[src/hw/rtl/cluster_correlation_average_unit_assert.svh]
// ----------------------------------------------------------------------------
// Cluster correlation average: assertion macros
// Shared concurrent assertion forms used by the back-end module.
// ----------------------------------------------------------------------------
`ifndef CLUSTER_CORRELATION_AVERAGE_UNIT_ASSERT_SVH
`define CLUSTER_CORRELATION_AVERAGE_UNIT_ASSERT_SVH

// same-cycle implication
`define CCA_ASSERT_IMP(label, clk, rst, ante, cons, msg) \
  label: assert property (@(posedge clk) disable iff (rst) (ante) |-> (cons)) \
    else $error(msg);

// next-cycle implication
`define CCA_ASSERT_NXT(label, clk, rst, ante, cons, msg) \
  label: assert property (@(posedge clk) disable iff (rst) (ante) |=> (cons)) \
    else $error(msg);

`endif

[src/hw/rtl/ccavg_pkg.sv]
// ----------------------------------------------------------------------------
// Cluster correlation average: package
// Shared widths, queue entry type and saturation helper.
// ----------------------------------------------------------------------------
package ccavg_pkg;

  localparam int DATA_W = 32;
  localparam int SPIN_W = 4;
  localparam int POW_W  = 11;
  localparam int TERM_W = DATA_W + POW_W;
  localparam int DEGS   = 4;
  localparam int SUM_W  = 48;
  localparam int OCNT_W = 11;

  typedef struct packed {
    logic signed [DATA_W-1:0] poly;
    logic                     clip;
    logic                     last_c;
    logic                     last_o;
  } entry_t;

  // {clip, value}
  function automatic logic [DATA_W:0] sat32(input logic signed [63:0] v);
    logic signed [63:0] hi;
    logic signed [63:0] lo;
    hi = 64'sh0000_0000_7FFF_FFFF;
    lo = -64'sh0000_0000_8000_0000;
    if (v > hi) begin
      sat32 = {1'b1, 32'h7FFF_FFFF};
    end else if (v < lo) begin
      sat32 = {1'b1, 32'h8000_0000};
    end else begin
      sat32 = {1'b0, v[DATA_W-1:0]};
    end
  endfunction

endpackage

[src/hw/rtl/ccavg_queue.sv]
// ----------------------------------------------------------------------------
// Cluster correlation average: decoupling queue
// Two-entry FIFO between the polynomial front end and the accumulator.
// ----------------------------------------------------------------------------
module ccavg_queue (
  input  logic              clk,
  input  logic              rst,
  input  logic              push,
  input  ccavg_pkg::entry_t din,
  output logic              full,
  input  logic              pop,
  output logic              valid,
  output ccavg_pkg::entry_t dout
);

  ccavg_pkg::entry_t mem [2];
  logic              wr_ptr, rd_ptr;
  logic [1:0]        count;

  assign full  = count == 2'd2;
  assign valid = count != 2'd0;
  assign dout  = mem[rd_ptr];

  always_ff @(posedge clk) begin
    if (rst) begin
      wr_ptr <= 1'b0;
      rd_ptr <= 1'b0;
      count  <= '0;
    end else begin
      if (push) begin
        wr_ptr <= !wr_ptr;
      end
      if (pop) begin
        rd_ptr <= !rd_ptr;
      end
      count <= count + 2'(push) - 2'(pop);
    end
  end

  always_ff @(posedge clk) begin
    if (push) begin
      mem[wr_ptr] <= din;
    end
  end

endmodule

[config.mk]
export PLATFORM = sky130hd
export DESIGN_NAME = ccavg_queue
export DESIGN_NICKNAME = d
export VERILOG_FILES = /design/src/hw/rtl/cluster_correlation_average_unit_assert.svh /design/src/hw/rtl/ccavg_pkg.sv /design/src/hw/rtl/ccavg_queue.sv
export SDC_FILE = /design/constraint.sdc
export NUM_CORES = 1
export LEC_CHECK = 0
export ABC_AREA = 1
export BUFFER_PORTS_ARGS = -buffer_cell sky130_fd_sc_hd__buf_2
export CORE_MARGIN = 2
export CORE_UTILIZATION = 52
export CTS_CLUSTER_SIZE = 8
export DETAILED_ROUTE_END_ITERATION = 6
export GPL_ROUTABILITY_DRIVEN = 0
export HOLD_SLACK_MARGIN = 0.05
export PLACE_DENSITY = 0.79
export SLEW_MARGIN = 15
export SYNTH_ARGS = -nofsm -noshare
export SYNTH_HDL_FRONTEND = slang
export SYNTH_SLANG_ARGS = --single-unit
[constraint.sdc]
create_clock -name clk -period 3.1 [get_ports clk]
set_input_delay 0.31 -clock clk [delete_from_list [all_inputs] [get_ports clk]]
set_output_delay 0.31 -clock clk [all_outputs]
set_load 0.03 [all_outputs]
Yosys cells after proc, flatten, opt, wreduce, memory -nomap -nowiden:

Memory sizes are Yosys's and may differ from the RTL's. A register that Yosys moved wholly into a read port is not among the register bits.
Cells that the tools add are included.

* bits in registers: 4
* bits in writable memories: 70
* word-level logic and storage cells: 14
* memories kept: 1

* add/subtract/negate cells: 2
* equal/unequal tests: 1
* multiplexer cells: 4
* reduce and logical (&&, ||, !) cells: 3

Memory list
* mem: depth 2, width 35, rd ports 1, clocked after Yosys merged registers in 1, write ports 1, RTL line ccavg_queue.sv:16 `ccavg_pkg::entry_t mem [2];`

Operator list (count)
* $mux W1: 4
* $add A2 B1 Y2: 1
* $eq A2 B2 Y1 const B: 1
* $logic_not A1 Y1: 2
* $reduce_bool A2 Y1: 1
* $sub A2 B1 Y2: 1

Longest topological paths before layout:

* depth in word-level cells: 3
* gate-level depth with buffers: 7
* gate-level depth less buffers: 7

Worst setup path after synthesis:

No wires, ideal clock.

* kind: input to register
* from: input push
* to: memory mem[0][0] in the netlist's numbering (enable)
* data arrival time: 1824 ps
* data required time: 2672 ps
* setup slack: 848 ps
* stages on the path: 2
* path buffers: 0
* path through: inv_1 -> nor2_1

* word-level cells in the longest chain between the ends: 2

RTL lines
* start: declaration: RTL line ccavg_queue.sv:8 `input logic push,`
* $mux W1: RTL line ccavg_queue.sv:41 `if (push) begin`
* $mux W1 (not written as such): RTL line ccavg_queue.sv:42 `mem[wr_ptr] <= din;`
* end: declaration: RTL line ccavg_queue.sv:16

Every way passes these cells.

==> key figures <==
STA
  • F_max: 488 MHz
  • Total negative setup slack: 0 ns
  • Tightest Pin Transition: just over 1 ns
  • Count of final hold-check violations: 0
  • Setup repair after global routing missed its margin: false
  • Setup clock skew after layout: between 0.003 and 0.004 ns
  • Max-slew violation total from the final report: 0
  • Part of the cycle the worst path needs: 66.0%
  • Number of setup violations in the final report: 0
  • Tightest slew margin relative to the limit: 32.5%
  • Post-route minimum period: slightly above 2 ns

Layout
  • Most common cell after layout, fill and taps aside: buf_2
  • Area growth from synthesis to final layout: 22.4%
  • Commonest cells after routing, fill and taps aside: 75 x buf_2, 70 x edfxtp_1, 30 x mux2_4, 9 x clkbuf_8, 8 x inv_1
  • Area of all placed cells without fillers: 3550 sq um
  • Number of diodes added for antenna fixing: 0
  • Post-layout net count: 265
  • Layout cell share with drive strength beyond 1: 55.9%
  • Number of filler cells placed in the layout: 396

Worst setup path
  • CP Cell Sequence: buf_4 -> mux2_2 -> buf_2
  • CP max stage delay: 0.50 ns
  • CP Capture Type: primary output
  • Type of the worst setup path: reg2out
  • Kind of launch point of the worst setup path: flip-flop
  • Critical-path cell with the highest stage delay: buf_4
  • Data arrival time of the critical path: roughly 1.7 ns
  • Critical Path RT: 2.79 ns
  • Top fanout value on the critical path: 35

CTS
  • Inserted Clock Buffers: 9
  • Hold buffers post-CTS: 0
  • Source-to-sink clock delay at the later pin of the worst-skew pair: roughly 0.33 ns
  • Clock tree from TritonCTS: built
  • Post-CTS repair timing setup buffer count: 0
  • Number of clock sinks: 75
  • Number of gates resized after cts: 0
  • Level count of the clock H-tree: 3
  • Clock buffer depth: 2
  • Root cell of the clock tree: clkbuf_8
  • Reg clk slew, reported paths: about 0.080 ns

Global routing
  • Largest net degree at the start of global routing: 36
  • Global-route wire length before repair: 6760 microns
  • Remaining Overflow, GRT: 0
  • Via count of the first global-routing pass: 1435
  • GRT Total Usage: ~15%
  • Initial antenna violation count: 0

Logic synthesis
  • Post-synth cell types: 14
  • Post-synthesis register bit count: 75
  • Mean post-synth cell area: about 21 sq um
  • Synth area leaders: edfxtp_1 72%, mux2_4 16%, dfxtp_1 3.4%
  • Number of warnings printed during yosys synthesis: 0
  • Post-synth top area cell: edfxtp_1
  • Syn Inst Count: 140
  • Fraction of synthesized cell area taken by the top area cell type: approximately 72%
  • Share of synthesized area occupied by flip-flops and latches: 75.8%
  • Post-synthesis net count: 181
  • Post-Synthesis Cell Area: 2900 sq um

Route
  • Drt first pass iters: 4
  • Remaining antenna violation count after routing: 0
  • # DRC: 0
  • Via total after detailed routing: approximately 1400
  • Avg WL per Cell: ~15 microns
  • Final routed wirelength across all metal layers: between 4000 and 5000 microns
  • Vias per cell: 4.80
  • DRC marker count from the first detailed-route iteration: 58

Hold path
  • Class of the tightest hold or removal check: in2reg

Place
  • Cell area reported after detailed placement: 3320 sq um
  • Estimated wirelength of the detail-placed design: 2970 microns
  • Buffers on Ports: between 70 and 80

Power and ir drop
  • Total chip power: 2.39 mW
  • Leakage dissipation: 1.46 nW
  • Total power per unit cell area: 672 nW/um^2
  • Maximum vdd drop: 0.497 mV

Floorplanning
  • Number of placement rows: 27
  • Effective utilization at floorplan: between 50% and 60%
  • Die width: 78.7 microns
  • Die extent in y: 78.7 microns
  • Core area: 5440 sq um
  • Area enclosed by the die boundary: 6200 sq um
  • Count of pins on the block boundary: 76

Run status
  • Result of the run: complete, no violations

Run
  • Max Cap Violations: 0
## per-stage QoR
stage / cells / setup WS (ns) / hold slack (ns) / utilization, %
final: 301 / 1.05 / 0.164 / 65.3
after global routing: 301 / 0.960 / 0.144 / 65.3
after CTS: 301 / 1.02 / 0.146 / 65.3
after detailed placement: 285 / 1.39 / 0.501 / 61.1
after global placement: 285 / 1.41 / 0.496 / 61.1
after floorplan: 140 / 0.848 / 0.381 / -
## where the power goes
group / internal (mW) / switching (mW) / leakage (nW) / total (mW)
registers: 1.17 / 0.0153 / 0.699 / 1.19
clock network: 0.529 / 0.325 / 0.118 / 0.855
logic: 0.137 / 0.210 / 0.641 / 0.347
## per-layer routing
layer / vias to the layer above / global-route usage [%] / wire length [microns]
met5: - / 0 / 0
met4: 0 / 10.7 / 119
met3: 10 / 3.86 / 211
met2: 42 / 25.6 / 2360
met1: 700 / 16.3 / 1750
li1: 692 / - / -
## Yosys cell counts, drive strengths merged
| cell type | instances |
|---|---|
| mux2 | 35 |
| a21oi | 1 |
| dfxtp | 5 |
| buf | 4 |
| xnor2 | 1 |
| ha | 2 |
| nor2 | 7 |
| nand2 | 5 |
| nand3 | 1 |
| edfxtp | 70 |
| inv | 8 |
| nor3 | 1 |
## worst paths after layout
kind                            startpoint         end  slack (ns)  depth (start not counted)
worst max-delay path             flip-flop     dout[1]        1.05                          3
worst min-delay path               din[30]  mem[1][30]        0.16                          1
worst max register to register      wr_ptr   mem[1][4]        1.47                          3
worst min register to register      rd_ptr      rd_ptr        0.54                          2
## state kept, by name (all words and copies together), names as in the netlist, named ones only
signal,count
mem,70
count,2
rd_ptr,1
wr_ptr,1
## logic make-up (layout without fill, tap and decap cells)
kind of cell / count (synthesis) / in the layout / synth area share, %
flops: 75 / 75 / 75.8
mux: 35 / 35 / 17.4
simple gates: 14 / 14 / 1.90
buf+inv: 12 / 101 / 3.49
fa+ha+maj: 2 / 2 / 0.862
compound gates: 1 / 1 / 0.172
xor+xnor: 1 / 1 / 0.302
## critical path: cells and delay by family (launching register included)
kind     cells  cell delay (ns)
flops        1             0.31
buf+inv      2             0.68
mux          1             0.41
## area by class of cell
| type | instances | area, sq um | area share, % |
|---|---|---|---|
| multi-input cells | 53 | 608 | 17.1 |
| clock buffers | 10 | 128 | 3.59 |
| inverters | 8 | 30.0 | 0.845 |
| well taps | 72 | 90.1 | 2.54 |
| flip-flops and latches | 75 | 2200 | 62.0 |
| clock inverters | 6 | 104 | 2.92 |
| repair buffers | 77 | 390 | 11.0 |
Power figures use the tool's default switching activity.
