### config.mk
export PLATFORM = sky130hd
export DESIGN_NAME = ccavg_front
export DESIGN_NICKNAME = d
export VERILOG_FILES = /design/src/hw/rtl/cluster_correlation_average_unit_assert.svh /design/src/hw/rtl/ccavg_pkg.sv /design/src/hw/rtl/ccavg_front.sv
export SDC_FILE = /design/constraint.sdc
export NUM_CORES = 2
export LEC_CHECK = 0
export BUFFER_PORTS_ARGS = -buffer_cell sky130_fd_sc_hd__buf_4
export CAP_MARGIN = 20
export CORE_ASPECT_RATIO = 0.8
export CORE_UTILIZATION = 24
export CTS_BUF_LIST = sky130_fd_sc_hd__clkbuf_2
export DETAILED_ROUTE_END_ITERATION = 6
export HOLD_SLACK_MARGIN = 0.12
export PLACE_DENSITY = 0.47
export SYNTH_ARGS = -nofsm -noshare
export SYNTH_HDL_FRONTEND = slang
export SYNTH_SLANG_ARGS = --single-unit
### constraint.sdc
create_clock -name clk -period 10.4 [get_ports clk]
set_clock_uncertainty 0.05 [all_clocks]
set_input_delay 0 -clock clk [delete_from_list [all_inputs] [get_ports clk]]
set_output_delay 0 -clock clk [all_outputs]
set_load 0.03 [all_outputs]
### src/hw/rtl/cluster_correlation_average_unit_assert.svh
// ----------------------------------------------------------------------------
// Cluster correlation average: assertion macros
// Shared concurrent assertion forms used by the back-end module.
// ----------------------------------------------------------------------------
`ifndef CLUSTER_CORRELATION_AVERAGE_UNIT_ASSERT_SVH
`define CLUSTER_CORRELATION_AVERAGE_UNIT_ASSERT_SVH

// same-cycle implication
`define CCA_ASSERT_IMP(label, clk, rst, ante, cons, msg) \
  label: assert property (@(posedge clk) disable iff (rst) (ante) |-> (cons)) \
    else $error(msg);

// next-cycle implication
`define CCA_ASSERT_NXT(label, clk, rst, ante, cons, msg) \
  label: assert property (@(posedge clk) disable iff (rst) (ante) |=> (cons)) \
    else $error(msg);

`endif

### src/hw/rtl/ccavg_pkg.sv
// ----------------------------------------------------------------------------
// Cluster correlation average: package
// Shared widths, queue entry type and saturation helper.
// ----------------------------------------------------------------------------
package ccavg_pkg;

  localparam int DATA_W = 32;
  localparam int SPIN_W = 4;
  localparam int POW_W  = 11;
  localparam int TERM_W = DATA_W + POW_W;
  localparam int DEGS   = 4;
  localparam int SUM_W  = 48;
  localparam int OCNT_W = 11;

  typedef struct packed {
    logic signed [DATA_W-1:0] poly;
    logic                     clip;
    logic                     last_c;
    logic                     last_o;
  } entry_t;

  // {clip, value}
  function automatic logic [DATA_W:0] sat32(input logic signed [63:0] v);
    logic signed [63:0] hi;
    logic signed [63:0] lo;
    hi = 64'sh0000_0000_7FFF_FFFF;
    lo = -64'sh0000_0000_8000_0000;
    if (v > hi) begin
      sat32 = {1'b1, 32'h7FFF_FFFF};
    end else if (v < lo) begin
      sat32 = {1'b1, 32'h8000_0000};
    end else begin
      sat32 = {1'b0, v[DATA_W-1:0]};
    end
  endfunction

endpackage

### src/hw/rtl/ccavg_front.sv
// ----------------------------------------------------------------------------
// Cluster correlation average: front end
// Three-stage pipeline evaluating the site basis polynomial, with clipping.
// ----------------------------------------------------------------------------
module ccavg_front #(
  parameter int POLY_TERMS = 4
) (
  input  logic                                clk,
  input  logic                                rst,
  input  logic                                in_valid,
  output logic                                in_stall,
  input  logic signed [ccavg_pkg::SPIN_W-1:0] spin,
  input  logic signed [ccavg_pkg::DATA_W-1:0] coef_cubic,
  input  logic signed [ccavg_pkg::DATA_W-1:0] coef_square,
  input  logic signed [ccavg_pkg::DATA_W-1:0] coef_linear,
  input  logic signed [ccavg_pkg::DATA_W-1:0] coef_const,
  input  logic                                last_in_cluster,
  input  logic                                last_in_orbit,
  output logic                                push,
  output ccavg_pkg::entry_t                   push_data,
  input  logic                                q_full
);

  logic signed [ccavg_pkg::DATA_W-1:0] a_coef [ccavg_pkg::DEGS];
  logic signed [ccavg_pkg::POW_W-1:0]  a_pow  [ccavg_pkg::DEGS];
  logic                                a_valid, a_lc, a_lo;
  logic signed [ccavg_pkg::TERM_W-1:0] b_term [ccavg_pkg::DEGS];
  logic                                b_valid, b_lc, b_lo;
  logic                                c_valid;
  ccavg_pkg::entry_t                   c_data;

  logic signed [ccavg_pkg::DATA_W-1:0] coef_in [ccavg_pkg::DEGS];
  logic signed [ccavg_pkg::POW_W-1:0]  pow_in  [ccavg_pkg::DEGS];
  logic signed [7:0]                   s2;
  logic signed [ccavg_pkg::POW_W-1:0]  s3;
  logic signed [63:0]                  acc;
  logic [ccavg_pkg::DATA_W:0]          acc_sat;
  logic                                adv;

  assign adv      = !c_valid || !q_full;
  assign in_stall = !adv;
  assign push      = c_valid && !q_full;
  assign push_data = c_data;

  assign s2 = 8'(spin) * 8'(spin);
  assign s3 = ccavg_pkg::POW_W'(s2) * ccavg_pkg::POW_W'(spin);

  always_comb begin
    pow_in[0]  = ccavg_pkg::POW_W'(1);
    pow_in[1]  = ccavg_pkg::POW_W'(spin);
    pow_in[2]  = ccavg_pkg::POW_W'(s2);
    pow_in[3]  = s3;
    coef_in[0] = coef_const;
    coef_in[1] = coef_linear;
    coef_in[2] = coef_square;
    coef_in[3] = coef_cubic;
    // degrees at or above POLY_TERMS drop out
    for (int d = 0; d < ccavg_pkg::DEGS; d++) begin
      if (d >= POLY_TERMS) begin
        coef_in[d] = '0;
      end
    end
  end

  always_comb begin
    acc = '0;
    for (int d = 0; d < ccavg_pkg::DEGS; d++) begin
      acc = acc + 64'(b_term[d]);
    end
  end
  assign acc_sat = ccavg_pkg::sat32(acc);

  always_ff @(posedge clk) begin
    if (rst) begin
      a_valid <= 1'b0;
      b_valid <= 1'b0;
      c_valid <= 1'b0;
    end else if (adv) begin
      a_valid <= in_valid;
      b_valid <= a_valid;
      c_valid <= b_valid;
    end
  end

  always_ff @(posedge clk) begin
    if (adv) begin
      for (int d = 0; d < ccavg_pkg::DEGS; d++) begin
        a_coef[d] <= coef_in[d];
        a_pow[d]  <= pow_in[d];
        b_term[d] <= ccavg_pkg::TERM_W'(a_coef[d]) * ccavg_pkg::TERM_W'(a_pow[d]);
      end
      a_lc <= last_in_cluster;
      a_lo <= last_in_orbit;
      b_lc <= a_lc;
      b_lo <= a_lo;
      c_data.poly   <= acc_sat[ccavg_pkg::DATA_W-1:0];
      c_data.clip   <= acc_sat[ccavg_pkg::DATA_W];
      c_data.last_c <= b_lc;
      c_data.last_o <= b_lo;
    end
  end

endmodule

Yosys cells after proc, flatten, opt, wreduce, memory -nomap -nowiden --
Memory sizes are Yosys's and may differ from the RTL's. Index checks and enable logic that the tools add are counted.
Storage, ports and cells: register bits after elaboration 42, RAM bits 344, output and inout bits 37, logic and storage cells 33, memories 3
Memories:
- b_term | depth 4, width 43, rd ports 4, clocked after Yosys merged registers in 0, write ports 4, line ccavg_front.sv:27 | logic signed [ccavg_pkg::TERM_W-1:0] b_term [ccavg_pkg::DEGS];
- a_coef | depth 4, width 32, rd ports 4, clocked after Yosys merged registers in 0, write ports 4, line ccavg_front.sv:24 | logic signed [ccavg_pkg::DATA_W-1:0] a_coef [ccavg_pkg::DEGS];
- a_pow | depth 4, width 11, rd ports 4, clocked after Yosys merged registers in 0, write ports 4, line ccavg_front.sv:25 | logic signed [ccavg_pkg::POW_W-1:0] a_pow [ccavg_pkg::DEGS];
Operators by class: $add $sub $neg 3, $mul 6, order comparisons 2, multiplexer cells 3, reduce and logical (&&, ||, !) cells 5
Operators with widths (count):
- 32-bit by 11-bit multiplier with 43-bit output | 4
- 45-bit by 43-bit adder with 46-bit output | 1
- 46-bit by 32-bit > comparator with 1-bit output, second input constant | 1
- 46-bit by 32-bit less-than comparator with 1-bit output, second input constant | 1
- 44-bit by 43-bit adder with 45-bit output | 1
- 43-bit by 43-bit adder with 44-bit output | 1
- 33-bit two-way mux | 1
- 8-bit by 4-bit multiplier with 11-bit output | 1
- 4-bit by 4-bit multiplier with 8-bit output | 1
- 1-bit logical NOT | 3
- 1-bit two-way mux | 2
- 1-bit logical AND | 1
- 1-bit logical OR | 1

Depth between registers and ports, before layout --
An unclocked memory read counts as a cell.
depth in word-level cells 6, depth in mapped cells 24, mapped depth without buffers 24

Least setup slack after synthesis --
OpenSTA, ideal clock, no wires.
path type register to register, start point register c_valid, end point register a_valid, library setup time 0.151 ns, arrival 10.288 ns, required time 10.199 ns, path slack -0.089 ns, cell stages (with the launch flop) 5, buffers on the path 0, cells stage by stage dfxtp_1 -> nand2_1 -> inv_1 -> nand2_1 -> a21oi_1
On the way: longest elaborated chain between the ends 2
RTL lines:
- start, declared | line ccavg_front.sv:29 | logic c_valid;
- start signal, assigned | line ccavg_front.sv:81 | c_valid <= b_valid;
- 1-bit logical NOT | line ccavg_front.sv:40 | assign adv = !c_valid || !q_full;
- 1-bit logical OR | line ccavg_front.sv:40
- end signal, assigned | line ccavg_front.sv:79 | a_valid <= in_valid;
- end, declared | line ccavg_front.sv:26 | logic a_valid, a_lc, a_lo;
Every way passes these cells. A chain may end at the register's enable or synchronous reset.

==> impl_metrics.toml <==
[status]
outcome = "complete, but fails checks"
violations = "design-rule violations"

[timing]
setup_ws_ns = 3.07
setup_viol = 0
period_minus_slack_ns = 7.33
tightestPinTransition_ns = 1.18
fmax_mhz = 136
relSlewSlack_pct = 21.0
setup_tns_ns = 0
finalCritPeriodShare_pct = 70.5
final_hold_viol_count = 0
rsz0062_at_grt = "false"
drv_slew = 0

[die]
coreArea_um2 = 212000
initial_core_util_pct = 24.2
io_pins = 175
rows = 151
fp.dieArea_um2 = 215000
die_h_um = 415
die_width_um = 518

[setup_path]
worstPathRequired_ns = 11.62
crit_slowest_cell = "clkinv_1"
worstPathMaxFanout = 42
cp-end-kind = "flop"
critPathMaxStageDelay_ns = 0.66
worst_ep_arrival_time_ns = 8.55
crit_top_cell = "fa_1"
critical_path_buf_inv_count = 5
crit_family = "adder cells"
setup.worst_path.start_class = "flop"
crit_type = "flop to flop"
path_cells = "buf_4, clkinv_1, buf_4, nor2_1, ha_1, a31o_2, fa_1, fa_1, fa_1, inv_1, fa_1, inv_1, ha_1, a21o_1, a21o_1, a21oi_1, nand2_1, a21oi_1, o32a_1, a211oi_1, o311ai_0, a32oi_1, xnor2_1"

[synthesis]
synth-edff-count = 348
yosysTopAreaCell = "fa_1"
yosysUniqueCellTypes = 91
syn_avg_cell_area_um2 = 9.85
yosys_warnings = 0
synth_seq_area_share_pct = 20.5
synth_area_um2 = 51200
synth_top_area_share_pct = 36.1
synth_ff_type = "edfxtp_1"
yosys-top-cells-area = "fa_1 (36%), edfxtp_1 (20%), inv_1 (9.4%), ha_1 (9.0%), and2_1 (4.1%)"
ys_seq_elements = 351
ys_async_sr_fraction_pct = 0
syn_inst = 5193

[final_layout]
layout_common_cells = "inv_1 (1,280), fa_1 (923), dlygate4sd3_1 (523)"
post-route-util_pct = 29.2
drive_gt1_share_pct = 7.12
final_common_cell = "inv_1"
syn_to_final_growth_pct = 20.7
nets = 7279
fillers = 22400
finalNonFillerCells = 8766

[grt]
grt_usage_pct = 13.8
grt_start_max_net_pins = 104
grt_pass1_wl_mm = 230
overflow = 0
first_global_vias = 39600
antenna_found_initial = 8

[cts]
cts-resized-gates = 0
cts_htree_levels = 3
insertion_delay_ns = 1.59
root_buffer = "clkbuf_2"
clkTransAtPathRegs_ns = 0.10
clock_path_buffers = 3
cts_tree = "yes"
cts.sinks = 351
cts_made_buffers = 106
cts_setup_buffers = 0

[placement]
dp_cells = 8050
dp_hpwl_mm = 115
place_ws_ns = 3.02
gp_congestion = 0.845
io_buffers = 174

[routing]
wire_per_inst_um = 16.4
dr.pass1.iters = 7
drc = 56
ant_nets = 0
dr.first_iter.drc_count = 2040
wirelength_mm = 144
num_vias = 36500
via_per_inst = 4.16

[run]
drv_cap = 0

[worst_hold_path]
hp-class = "flop to flop"
final cells by class:
class | count | area [um2] | area share [%]
multi-input cells | 3381 | 35100 | 56.9
flip-flops and latches | 351 | 10500 | 17.0
repair buffers | 729 | 6790 | 11.0
inverters | 1282 | 4810 | 7.79
well taps | 2830 | 3540 | 5.73
clock buffers | 142 | 711 | 1.15
clock inverters | 42 | 209 | 0.338
diodes | 9 | 22.5 | 0.0365
timing repair:
action / CTS / global route
hold endpoints to repair: 436 / 0
endpoints found under the setup margin: 0 / 0
hold buffers: 523 / 0
path summary, 6_finish.rpt:
| path | startpoint | to | slack, ns | depth (start not counted) |
|---|---|---|---|---|
| setup / recovery | a_pow[2][9] | b_term[2][42] | 3.07 | 23 |
| hold reg to reg | a_coef[0][26] | b_term[0][26] | 0.29 | 0 |
| hold / removal | a_coef[0][26] | b_term[0][26] | 0.29 | 0 |
| setup reg to reg | a_pow[2][9] | b_term[2][42] | 3.07 | 23 |
registers in the layout (all words and copies together), names as in the netlist:
signal and flops:
a_pow 20, push_data 35, a_valid 1, b_valid 1, a_lo 1, a_lc 1, c_valid 1, a_coef 128
b_lo 1, b_lc 1, b_term 161
synthesized netlist by cell type (4+ instances only):
cell type	n
o21ai_0	96
a21boi_0	9
or3_1	10
a211oi_1	18
and3_1	14
o2111ai_1	8
o211ai_1	17
a22oi_1	4
inv_1	1280
or4_1	4
nor2b_1	19
o31ai_1	11
o31ai_2	10
o311ai_1	4
nand2b_1	41
nor2_1	217
buf_6	5
a211o_1	5
nand3_1	32
fa_1	923
maj3_1	5
o41ai_1	5
mux2i_1	5
o21bai_1	29
or2_2	7
xnor2_1	143
o211ai_2	7
ha_1	367
nor4_1	6
edfxtp_1	348
xor2_1	65
o21a_1	25
and2_1	333
a31oi_1	21
nor3_1	35
clkbuf_1	167
o311ai_0	7
nand2_1	519
buf_2	5
a21oi_1	178
a21o_1	67
and4_1	7
a31o_2	8
nand3b_1	5
nand4_1	26
per-layer routing:
layer  vias to the layer above  track usage (%)  part of all wire (%)
met1                     18400             19.9                    49
met2                       666             21.2                    44
met5                         -                0                 0.020
met3                       132             2.42                   4.8
li1                      17300                -                     -
met4                         4             3.24                   2.1
kinds of logic (layout without fill, tap and decap cells):
group | Yosys count | count (layout) | synth area share (%)
buffers and inverters | 1464 | 2195 | 10.8
adders and majority gates | 1295 | 1295 | 45.2
and+or+nand+nor | 1287 | 1287 | 12.1
AOI/OAI and AO/OA | 580 | 580 | 7.62
DFF | 351 | 351 | 20.5
xor gates and xnor gates | 208 | 208 | 3.56
muxes | 6 | 6 | 0.120
other | 2 | 14 | 0.0147
per-stage QoR:
| step | hold WS (ns) | area, um2 |
|---|---|---|
| 6_report | 0.286 | 61700 |
| 5_1_grt | 0.194 | 61700 |
| 4_1_cts | 0.132 | 61700 |
| 3_5_place_dp | 0.130 | 55600 |
| 3_3_place_gp | 0.125 | 55600 |
| 2_1_floorplan | 0.0191 | 51200 |
Power is left out: the tool's default activity adds up to more than one toggle a clock period on the data nets, which glitch-free logic cannot reach.
