### config.mk
export PLATFORM = sky130hd
export DESIGN_NAME = ccavg_back
export DESIGN_NICKNAME = d
export VERILOG_FILES = /design/src/hw/rtl/ccavg_pkg.sv /design/src/hw/rtl/ccavg_div.sv /design/src/hw/rtl/ccavg_back.sv
export VERILOG_INCLUDE_DIRS = /design/src /design/src/hw/rtl
export SDC_FILE = /design/constraint.sdc
export NUM_CORES = 2
export LEC_CHECK = 0
export ABC_AREA = 1
export BUFFER_PORTS_ARGS = -buffer_cell sky130_fd_sc_hd__buf_4
export CAP_MARGIN = 20
export CORE_MARGIN = 4
export CORE_UTILIZATION = 50
export CTS_CLUSTER_SIZE = 40
export DETAILED_ROUTE_END_ITERATION = 16
export MAX_ROUTING_LAYER = met4
export PLACE_DENSITY = 0.77
export RECOVER_POWER = 50
export SYNTH_ARGS = -nofsm -noshare
export SYNTH_HDL_FRONTEND = slang
export SYNTH_SLANG_ARGS = --single-unit
export TNS_END_PERCENT = 5
### constraint.sdc
create_clock -name clk -period 13.4 [get_ports clk]
set_clock_uncertainty 0.15 [all_clocks]
set_input_delay 1.34 -clock clk [delete_from_list [all_inputs] [get_ports clk]]
set_output_delay 1.34 -clock clk [all_outputs]
set_load 0.05 [all_outputs]
### src/hw/rtl/cluster_correlation_average_unit_assert.svh
// ----------------------------------------------------------------------------
// Cluster correlation average: assertion macros
// Shared concurrent assertion forms used by the back-end module.
// ----------------------------------------------------------------------------
`ifndef CLUSTER_CORRELATION_AVERAGE_UNIT_ASSERT_SVH
`define CLUSTER_CORRELATION_AVERAGE_UNIT_ASSERT_SVH

// same-cycle implication
`define CCA_ASSERT_IMP(label, clk, rst, ante, cons, msg) \
  label: assert property (@(posedge clk) disable iff (rst) (ante) |-> (cons)) \
    else $error(msg);

// next-cycle implication
`define CCA_ASSERT_NXT(label, clk, rst, ante, cons, msg) \
  label: assert property (@(posedge clk) disable iff (rst) (ante) |=> (cons)) \
    else $error(msg);

`endif

### src/hw/rtl/ccavg_pkg.sv
// ----------------------------------------------------------------------------
// Cluster correlation average: package
// Shared widths, queue entry type and saturation helper.
// ----------------------------------------------------------------------------
package ccavg_pkg;

  localparam int DATA_W = 32;
  localparam int SPIN_W = 4;
  localparam int POW_W  = 11;
  localparam int TERM_W = DATA_W + POW_W;
  localparam int DEGS   = 4;
  localparam int SUM_W  = 48;
  localparam int OCNT_W = 11;

  typedef struct packed {
    logic signed [DATA_W-1:0] poly;
    logic                     clip;
    logic                     last_c;
    logic                     last_o;
  } entry_t;

  // {clip, value}
  function automatic logic [DATA_W:0] sat32(input logic signed [63:0] v);
    logic signed [63:0] hi;
    logic signed [63:0] lo;
    hi = 64'sh0000_0000_7FFF_FFFF;
    lo = -64'sh0000_0000_8000_0000;
    if (v > hi) begin
      sat32 = {1'b1, 32'h7FFF_FFFF};
    end else if (v < lo) begin
      sat32 = {1'b1, 32'h8000_0000};
    end else begin
      sat32 = {1'b0, v[DATA_W-1:0]};
    end
  endfunction

endpackage

### src/hw/rtl/ccavg_div.sv
// ----------------------------------------------------------------------------
// Cluster correlation average: divider
// Restoring signed-by-unsigned divide, one quotient bit per cycle.
// ----------------------------------------------------------------------------
module ccavg_div #(
  parameter int DVS_W = 11
) (
  input  logic                               clk,
  input  logic                               rst,
  input  logic                               start,
  input  logic signed [ccavg_pkg::SUM_W-1:0] dividend,
  input  logic [DVS_W-1:0]                   divisor,
  output logic                               done,
  output logic signed [ccavg_pkg::SUM_W:0]   quotient
);

  localparam int CW = $clog2(ccavg_pkg::SUM_W + 1);

  logic                        busy, neg;
  logic [CW-1:0]               steps;
  logic [ccavg_pkg::SUM_W-1:0] dvd;
  logic [DVS_W-1:0]            rem, dvs;
  logic [DVS_W:0]              rem_sh;

  assign rem_sh   = {rem, dvd[ccavg_pkg::SUM_W-1]};
  assign quotient = neg ? -$signed({1'b0, dvd}) : $signed({1'b0, dvd});

  always_ff @(posedge clk) begin
    if (rst) begin
      busy <= 1'b0;
      done <= 1'b0;
    end else begin
      done <= 1'b0;
      if (start) begin
        busy  <= 1'b1;
        steps <= CW'(ccavg_pkg::SUM_W);
      end else if (busy) begin
        steps <= steps - CW'(1);
        if (steps == CW'(1)) begin
          busy <= 1'b0;
          done <= 1'b1;
        end
      end
    end
  end

  always_ff @(posedge clk) begin
    if (start) begin
      neg <= dividend[ccavg_pkg::SUM_W-1];
      dvd <= dividend[ccavg_pkg::SUM_W-1] ? -dividend : dividend;
      rem <= '0;
      dvs <= divisor;
    end else if (busy) begin
      // remainder stays below the divisor, so the shifted value fits
      if (rem_sh >= {1'b0, dvs}) begin
        rem <= DVS_W'(rem_sh - {1'b0, dvs});
        dvd <= {dvd[ccavg_pkg::SUM_W-2:0], 1'b1};
      end else begin
        rem <= rem_sh[DVS_W-1:0];
        dvd <= {dvd[ccavg_pkg::SUM_W-2:0], 1'b0};
      end
    end
  end

endmodule

### src/hw/rtl/ccavg_back.sv
// ----------------------------------------------------------------------------
// Cluster correlation average: back end
// Cluster product, orbit sum, cluster count and final average.
// ----------------------------------------------------------------------------
`include "cluster_correlation_average_unit_assert.svh"

module ccavg_back #(
  parameter int MAX_CLUSTERS = 1024,
  parameter int FRAC_BITS    = 16
) (
  input  logic                                clk,
  input  logic                                rst,
  input  logic                                q_valid,
  input  ccavg_pkg::entry_t                   q_data,
  output logic                                q_pop,
  output logic                                out_valid,
  input  logic                                out_stall,
  output logic signed [ccavg_pkg::DATA_W-1:0] correlation,
  output logic [ccavg_pkg::OCNT_W-1:0]        cluster_count,
  output logic                                saturated
);

  localparam int CNT_W = $clog2(MAX_CLUSTERS + 1);
  localparam logic [ccavg_pkg::DATA_W-1:0] ONE = ccavg_pkg::DATA_W'(1) << FRAC_BITS;
  localparam logic [ccavg_pkg::SUM_W-1:0] SUM_MAX = {1'b0, {(ccavg_pkg::SUM_W-1){1'b1}}};
  localparam logic [ccavg_pkg::SUM_W-1:0] SUM_MIN = {1'b1, {(ccavg_pkg::SUM_W-1){1'b0}}};

  typedef enum logic [2:0] {S_IDLE, S_MUL, S_PROD, S_SUM, S_DIV, S_OUT} state_t;

  state_t                              state;
  logic signed [ccavg_pkg::DATA_W-1:0] product, poly;
  logic signed [ccavg_pkg::SUM_W-1:0]  sum;
  logic [CNT_W-1:0]                    count;
  logic                                clip_flag, last_c, last_o;
  logic signed [63:0]                  prod64;
  logic signed [ccavg_pkg::SUM_W:0]    quot;
  logic                                div_start, div_done;
  logic signed [ccavg_pkg::SUM_W:0]    div_q;

  logic signed [63:0]                  shifted;
  logic [ccavg_pkg::DATA_W:0]          prod_sat, quot_sat;
  logic signed [ccavg_pkg::SUM_W:0]    sum_ext;
  logic [CNT_W+ccavg_pkg::OCNT_W-1:0]  count_ext;
  logic                                out_load;

  assign q_pop    = (state == S_IDLE) && q_valid;
  assign shifted  = prod64 >>> FRAC_BITS;
  assign prod_sat = ccavg_pkg::sat32(shifted);
  assign sum_ext  = {sum[ccavg_pkg::SUM_W-1], sum} + (ccavg_pkg::SUM_W+1)'(product);
  assign quot_sat = ccavg_pkg::sat32(64'(quot));
  assign count_ext = (CNT_W+ccavg_pkg::OCNT_W)'(count);
  assign out_load = (state == S_OUT) && (!out_valid || !out_stall);

  ccavg_div #(.DVS_W(CNT_W)) u_div (
    .clk      (clk),
    .rst      (rst),
    .start    (div_start),
    .dividend (sum),
    .divisor  (count),
    .done     (div_done),
    .quotient (div_q)
  );

  always_ff @(posedge clk) begin
    if (rst) begin
      state     <= S_IDLE;
      product   <= ONE;
      sum       <= '0;
      count     <= '0;
      clip_flag <= 1'b0;
      div_start <= 1'b0;
      out_valid <= 1'b0;
    end else begin
      div_start <= 1'b0;
      if (out_valid && !out_stall && !out_load) begin
        out_valid <= 1'b0;
      end
      case (state)
        S_IDLE: begin
          if (q_valid) begin
            poly      <= q_data.poly;
            last_c    <= q_data.last_c;
            last_o    <= q_data.last_o;
            clip_flag <= clip_flag | q_data.clip;
            state     <= S_MUL;
          end
        end
        S_MUL: begin
          prod64 <= 64'(product) * 64'(poly);
          state  <= S_PROD;
        end
        S_PROD: begin
          product   <= prod_sat[ccavg_pkg::DATA_W-1:0];
          clip_flag <= clip_flag | prod_sat[ccavg_pkg::DATA_W];
          state     <= last_c ? S_SUM : S_IDLE;
        end
        S_SUM: begin
          // cluster beyond capacity is dropped and flagged
          if (count >= CNT_W'(MAX_CLUSTERS)) begin
            clip_flag <= 1'b1;
          end else begin
            count <= count + CNT_W'(1);
            if (sum_ext[ccavg_pkg::SUM_W] != sum_ext[ccavg_pkg::SUM_W-1]) begin
              sum       <= sum_ext[ccavg_pkg::SUM_W] ? SUM_MIN : SUM_MAX;
              clip_flag <= 1'b1;
            end else begin
              sum <= sum_ext[ccavg_pkg::SUM_W-1:0];
            end
          end
          product <= ONE;
          if (last_o) begin
            div_start <= 1'b1;
            state     <= S_DIV;
          end else begin
            state <= S_IDLE;
          end
        end
        S_DIV: begin
          if (div_done) begin
            quot  <= div_q;
            state <= S_OUT;
          end
        end
        S_OUT: begin
          if (out_load) begin
            correlation   <= quot_sat[ccavg_pkg::DATA_W-1:0];
            cluster_count <= count_ext[ccavg_pkg::OCNT_W-1:0];
            saturated     <= clip_flag | quot_sat[ccavg_pkg::DATA_W];
            out_valid     <= 1'b1;
            product       <= ONE;
            sum           <= '0;
            count         <= '0;
            clip_flag     <= 1'b0;
            state         <= S_IDLE;
          end
        end
        default: state <= S_IDLE;
      endcase
    end
  end

  `CCA_ASSERT_IMP(a_count_max, clk, rst, 1'b1, count <= CNT_W'(MAX_CLUSTERS), "count over max")
  `CCA_ASSERT_IMP(a_pop_idle, clk, rst, q_pop, (state == S_IDLE) && q_valid, "pop outside idle")
  `CCA_ASSERT_NXT(a_orbit_clear, clk, rst, out_load, (count == '0) && (sum == '0) && (product == ONE), "orbit state not cleared")

endmodule
# Word level (Yosys, flattened, before mapping)
# Cells that the tools add are included.
# word_totals
out_inout_bits	46
in_bits	39
ff_bits	367
elab_cells	118
# op_classes
eq_ne	12
n_mux	40
magnitude_cmp	6
addsub	6
mul	1
reduce_logical	24
n_bitwise	6
# op_table
cell	n
$mux 48	8
$mux 33	4
$pmux 32 s3	1
$pmux 48 s2	1
$mul 32x32->64	1
$add 48x32->49	1
$gt 49x32->1 const B	1
$lt 49x32->1 const B	1
$neg 48->49	1
$gt 48x32->1 const B	1
$lt 48x32->1 const B	1
$neg 48->48	1
$mux 11	3
$mux 32	1
$pmux 11 s2	1
$pmux 3 s6	1
$reduce_and 3->1	5
$mux 1	13
$ge 12x11->1	1
$mux 3	4
$add 11x1->11 const B	1
$ge 11x11->1 const B	1
$sub 11x11->11	1
$eq 3x2->1 const B	2
other kinds (24)	39

# Logic depth before layout (Yosys ltp)
# depth
word_depth	8
ltp_mapped	33

# Modules after synthesis
# Synthesis repeated with hierarchy kept, for this count alone.
# unflattened
hier_cells	7482
area_unflattened_um2	58746.3
# modules_own_cells
module	instances	area_each_um2	cells_per_inst
ccavg_back	1	51650.8	6416
ccavg_div	1	7095.6	1066

# Worst setup path before layout
# OpenSTA, ideal clock, no wires.
# synth_path
path_type	register to register
from	reg product[31] (netlist name)
to	reg prod64[60] (data pin)
n_path_buf	2
path_stages_with_launch	32
synth_period_minus_slack_ns	7.989
setup_time_ns	0.252
arrival_ns	7.586
setup_slack_ns	5.411
path_cell_list	dfxtp_1 clkbuf_1 clkbuf_1 nand2_1 inv_1 fa_1 inv_1 fa_1 inv_1 fa_1 fa_1 inv_1 fa_1 inv_1 fa_1 inv_1 fa_1 inv_1 fa_1 ha_1 a21oi_1 inv_1 a21oi_1 inv_1 a21oi_1 inv_1 nand2_1 o211ai_1 a31oi_1 nand2_1 nand2_1 nand2_1
# synth_via
elab_chain_len	1
# synth_lines
element	line	rtl
start: declaration	ccavg_back.sv:31	logic signed [ccavg_pkg::DATA_W-1:0] product, poly;
start signal: assignment	ccavg_back.sv:93	product <= prod_sat[ccavg_pkg::DATA_W-1:0];
$mul 32x32->64	ccavg_back.sv:89	prod64 <= 64'(product) * 64'(poly);
end signal: assignment	ccavg_back.sv:89	
end: declaration	ccavg_back.sv:35	logic signed [63:0] prod64;
# Every way passes these cells.
# A chain may end at the register's enable or synchronous reset.

# Worst setup path in the final report
# layout_path
from	reg product[31] (netlist name)
to	reg prod64[59] (data pin)
# The elaborated chain is that of the path after synthesis.

==> impl_summary.txt <==
----------------------------------------------------
[Finish]
  Nets ... 8504
  Area of combinational cells with multiple inputs ... between 40000 and 50000 µm²
  Total of fill cells in the finished design ... 10600
  Layout Cells excl Fill ... slightly below 9000
  Area added between synthesis and finish ... 6.12%
  Fraction of final layout cells with drive strength greater than 1 ... around 4.3%
  Sequential Area ... ~9400 µm²

[Route]
  Vias ... 46500
  Via-per-instance ratio ... approximately 5.3
  Routed length per placed instance ... approximately 20 µm
  Total wirelength of the detailed-routed design ... roughly 170 mm
  Initial DRT Pass Iterations ... 8
  DR DRC count ... 0
  Detailed Route Iter0 Violations ... ~3900
  Detail Route Antenna Nets ... 0

[Pwr]
  Power density of the placed cells ... 268 nW/µm²
  Seq pwr share ... between 10% and 20%
  Leakage power total ... around 33 nW
  Fraction of power consumed by the clock network ... between 7 and 8%
  Combinational power share ... about four fifths
  Switching share of power ... approximately 57%
  Largest vdd supply drop ... about 550 µV
  Internal Dissipation ... 0.00700 W
  Switching power ... approximately 0.0094 W

[Synthesis]
  Portion of the post-synthesis area used by sequential elements ... between 10% and 20%
  Number of distinct library cells after synthesis ... 57
  Cell Area, Synth ... just under 60000 µm²
  Top cells by area, synth ... sky130_fd_sc_hd__fa_1, sky130_fd_sc_hd__edfxtp_1, sky130_fd_sc_hd__inv_1, sky130_fd_sc_hd__nand2_1, sky130_fd_sc_hd__ha_1
  Synth warn ... 0
  Asr flop ratio synth ... 0%
  Yosys reg bits ... between 300 and 400
  Commonest register cell after synthesis ... sky130_fd_sc_hd__edfxtp_1
  Mean post-synth cell area ... around 8.0 µm²
  Commonest cells in the netlist ... sky130_fd_sc_hd__inv_1, sky130_fd_sc_hd__nand2_1, sky130_fd_sc_hd__fa_1, sky130_fd_sc_hd__nor2_1, sky130_fd_sc_hd__a21oi_1
  Net Count, Synth ... between 8000 and 9000
  Number of enable-type register cells in the synthesized netlist ... 241
  Yosys top cell area share ... between 30 and 40%
  Biggest area consumer among synthesized cells ... sky130_fd_sc_hd__fa_1
  Synthesized instance count ... approximately 7200
  Dominant cell by count in the synthesized netlist ... sky130_fd_sc_hd__inv_1

[STA]
  Final count of negative-setup-slack endpoints ... 0
  Worst max-slew margin expressed relative to the limit ... -150%
  Final max-slew violation count ... between 300 and 400
  Max Freq ... roughly 110 MHz
  Final worst path period share ... 66.9%
  Hold violation count in the final report ... 0
  RSZ-0062 raised after global routing ... no
  Slack of the critical path ... 4.43 ns
  Final Critical Period ... around 9 ns
  Setup TNS ... 0 ns
  Slew at the pin closest to its max-slew limit ... between 3 and 4 ns

[Worst setup path]
  CP Capture Type ... flip-flop
  Count of buffering cells on the critical path with inverters included ... 9
  Reg2Reg Launch Point ... product[31]
  Crit path largest cell delay ... ~0.83 ns
  End of the worst register-to-register path ... prod64[59]
  Data required time at the worst endpoint ... approximately 14 ns
  Top fanout value on the critical path ... 33
  Slowest cell on the critical path ... sky130_fd_sc_hd__fa_1
  Cell family with the largest share of critical-path delay ... adder cells
  Type of the worst setup path ... reg2reg
  Data arrival time of the critical path ... approximately 9.2 ns
  Worst Reg2Reg Path Length in Cells ... 27
  Critical path origin ... product[31]
  CP startpoint kind ... flip-flop
  Worst reg2reg setup slack ... approximately 4.4 ns

[CTS]
  Number of sinks driven by the clock tree ... between 300 and 400
  Clock buffers created by TritonCTS ... 45
  Max Root-Sink Buffers ... 3
  Worst-skew pair later-pin latency ... 0.65 ns
  Hold bufs inserted after CTS ... 0
  Clk slew on worst S/H paths ... ~0.060 ns
  CTS tree ... done
  Clock tree root buffer cell ... sky130_fd_sc_hd__clkbuf_16
  Postcts setup bufs ... 0
  Total number of H-tree levels ... 2
  Number of cells upsized or downsized after cts ... 0

[Global route]
  Total overflow reported by the global router ... 0
  Number of global-route vias before repair ... 48800
  Initial antenna violation count ... 6
  Global-route wire length before repair ... roughly 270 mm
  Maximum number of pins on one net before global-route repair ... 68
  Overall routing resource usage ... between 20% and 30%

[Hold path]
  Instance count along the most critical hold path ... 0
  Start point of the worst min-delay path ... u_div.dvd[0]
  Hold path endpoint ... quot[0]
  Hold/Removal Path Class ... reg2reg

[Die]
  Total die area ... between 100000 and 150000 µm²
  Die span in x ... between 300 and 400 µm
  Die Y ... about 350 µm
  Core Region ... between 100000 and 150000 µm²
  Std cell rows ... 124
  Starting density of the core ... 50.4%
  I/O pin total ... 85

[Place]
  Post-placement cell count ... 8600
  Gpl congestion ... 1.02
  Post-Place Worst Slack ... around 4.5 ns
  Number of port buffers ... between 80 and 90
  HPWL reported at the end of detailed placement ... 139 mm

[Run status]
  Result of the run ... complete, but fails checks
  Failing checks ... max-capacitance violations, max-slew violations

[Run]
  Maxcap violations ... 8

----------------------------------------------------
-- power groups by stage --
stage / clock, W / combinational (W) / sequential [W]
final: 0.00130 / 0.0134 / 0.00174
after global routing: 0.00137 / 0.0147 / 0.00175
after CTS: 0.00132 / 0.0134 / 0.00174
after detailed placement: 0 / 0.0133 / 0.00176
after global placement: 0 / 0.0132 / 0.00176
after floorplan: 0 / 0.00874 / 0.00172
-- placed cells by master (no fill, tap or decap), drive strengths merged, types with 3 or more instances in the layout --
cell type  Yosys  routed
or2           16      16
nor3          54      54
clkinv         1      16
edfxtp       241     241
bufinv         0       4
a21oi        306     306
nand3b         7       7
clkbuf       279     102
diode          0       6
nand4         62      62
o21a          12      12
dfxtp        110     110
nor4          19      19
a31oi         24      24
a21boi         6       6
inv         1893    1898
o211ai        12      12
o21bai        21      21
xor2         119     119
a21o          10      10
buf           21     121
and3           3       3
xnor2         56      56
nand2       1822    1822
o21ai        154     154
fa          1083    1083
nand3        167     167
o31ai          8       8
nor3b          3       3
ha           245     245
nor2         449     449
-- area by class of cell --
class | count | area share, %
clock buffers | 57 | 2.01
well taps | 1512 | 3.09
repair buffers | 166 | 2.01
flip-flops and latches | 351 | 15.4
diodes | 6 | 0.0245
clock inverters | 25 | 0.519
inverters | 1894 | 11.6
multi-input cells | 4679 | 65.3
-- state kept, by name, indices dropped and copies added (netlist names), 3 cells and up --
| register | flops |
|---|---|
| quot | 49 |
| prod64 | 48 |
| sum | 48 |
| u_div.dvd | 48 |
| correlation | 32 |
| poly | 32 |
| product | 32 |
| cluster_count | 11 |
| count | 11 |
| u_div.dvs | 11 |
| u_div.rem | 11 |
| u_div.steps | 6 |
| state | 3 |
-- worst register-to-register path, stage by stage (launching register included) --
cell                       delay, ns
sky130_fd_sc_hd__dfxtp_2        0.67
sky130_fd_sc_hd__buf_4          0.48
sky130_fd_sc_hd__nand2_1        0.25
sky130_fd_sc_hd__inv_1          0.13
sky130_fd_sc_hd__fa_1           0.40
sky130_fd_sc_hd__inv_1          0.25
sky130_fd_sc_hd__fa_1           0.47
sky130_fd_sc_hd__inv_1          0.23
sky130_fd_sc_hd__fa_1           0.51
sky130_fd_sc_hd__fa_1           0.83
sky130_fd_sc_hd__inv_1          0.41
sky130_fd_sc_hd__fa_1           0.59
sky130_fd_sc_hd__inv_1          0.05
sky130_fd_sc_hd__fa_1           0.53
sky130_fd_sc_hd__inv_1          0.05
sky130_fd_sc_hd__fa_1           0.47
sky130_fd_sc_hd__inv_1          0.05
sky130_fd_sc_hd__fa_1           0.45
sky130_fd_sc_hd__ha_1           0.38
sky130_fd_sc_hd__a21oi_1        0.25
sky130_fd_sc_hd__inv_1          0.06
sky130_fd_sc_hd__a31oi_1        0.25
sky130_fd_sc_hd__o21ai_0        0.22
sky130_fd_sc_hd__nand3_1        0.10
sky130_fd_sc_hd__o311ai_0       0.12
sky130_fd_sc_hd__a21oi_1        0.14
sky130_fd_sc_hd__nand2_1        0.07
sky130_fd_sc_hd__xor2_1         0.15
-- per-layer routing --
| layer | vias up | share of wire (%) | routed length [µm] | track usage, % |
|---|---|---|---|---|
| met5 | - | 0 | 0 | - |
| met4 | 0 | 7.3 | 12400 | 17.2 |
| li1 | 21000 | - | - | - |
| met3 | 577 | 6.7 | 11500 | 3.72 |
| met1 | 22900 | 37 | 63100 | 34.8 |
| met2 | 2030 | 49 | 84000 | 49.6 |
-- how the worst max path moves through the flow --
stage	cells after the start	endpoint	slack, ns
after floorplan	31	prod64[60]	5.41
after global placement	24	prod64[59]	4.46
after detailed placement	27	prod64[59]	4.46
after CTS	27	prod64[59]	4.42
after global routing	27	prod64[59]	3.95
final	27	prod64[59]	4.43
-- cells by family after synthesis --
logic type,synth area share [%]
AOI/OAI and AO/OA,5.46
xor gates and xnor gates,2.66
adders and majority gates,42.9
buffers and inverters,14.4
DFF,16.4
and+or+nand+nor,18.3
-- stage by stage --
step           utilization (%)  instance area (µm²)  power (W)  hold WS (ns)
3_5_place_dp              52.2                59700     0.0150         0.293
2_1_floorplan                -                57700     0.0105         0.276
4_1_cts                   53.5                61300     0.0164         0.301
6_report                  53.5                61300     0.0164         0.307
3_3_place_gp              52.1                59700     0.0149         0.283
5_1_grt                   53.5                61300     0.0178         0.326
Power figures use the tool's default switching activity.
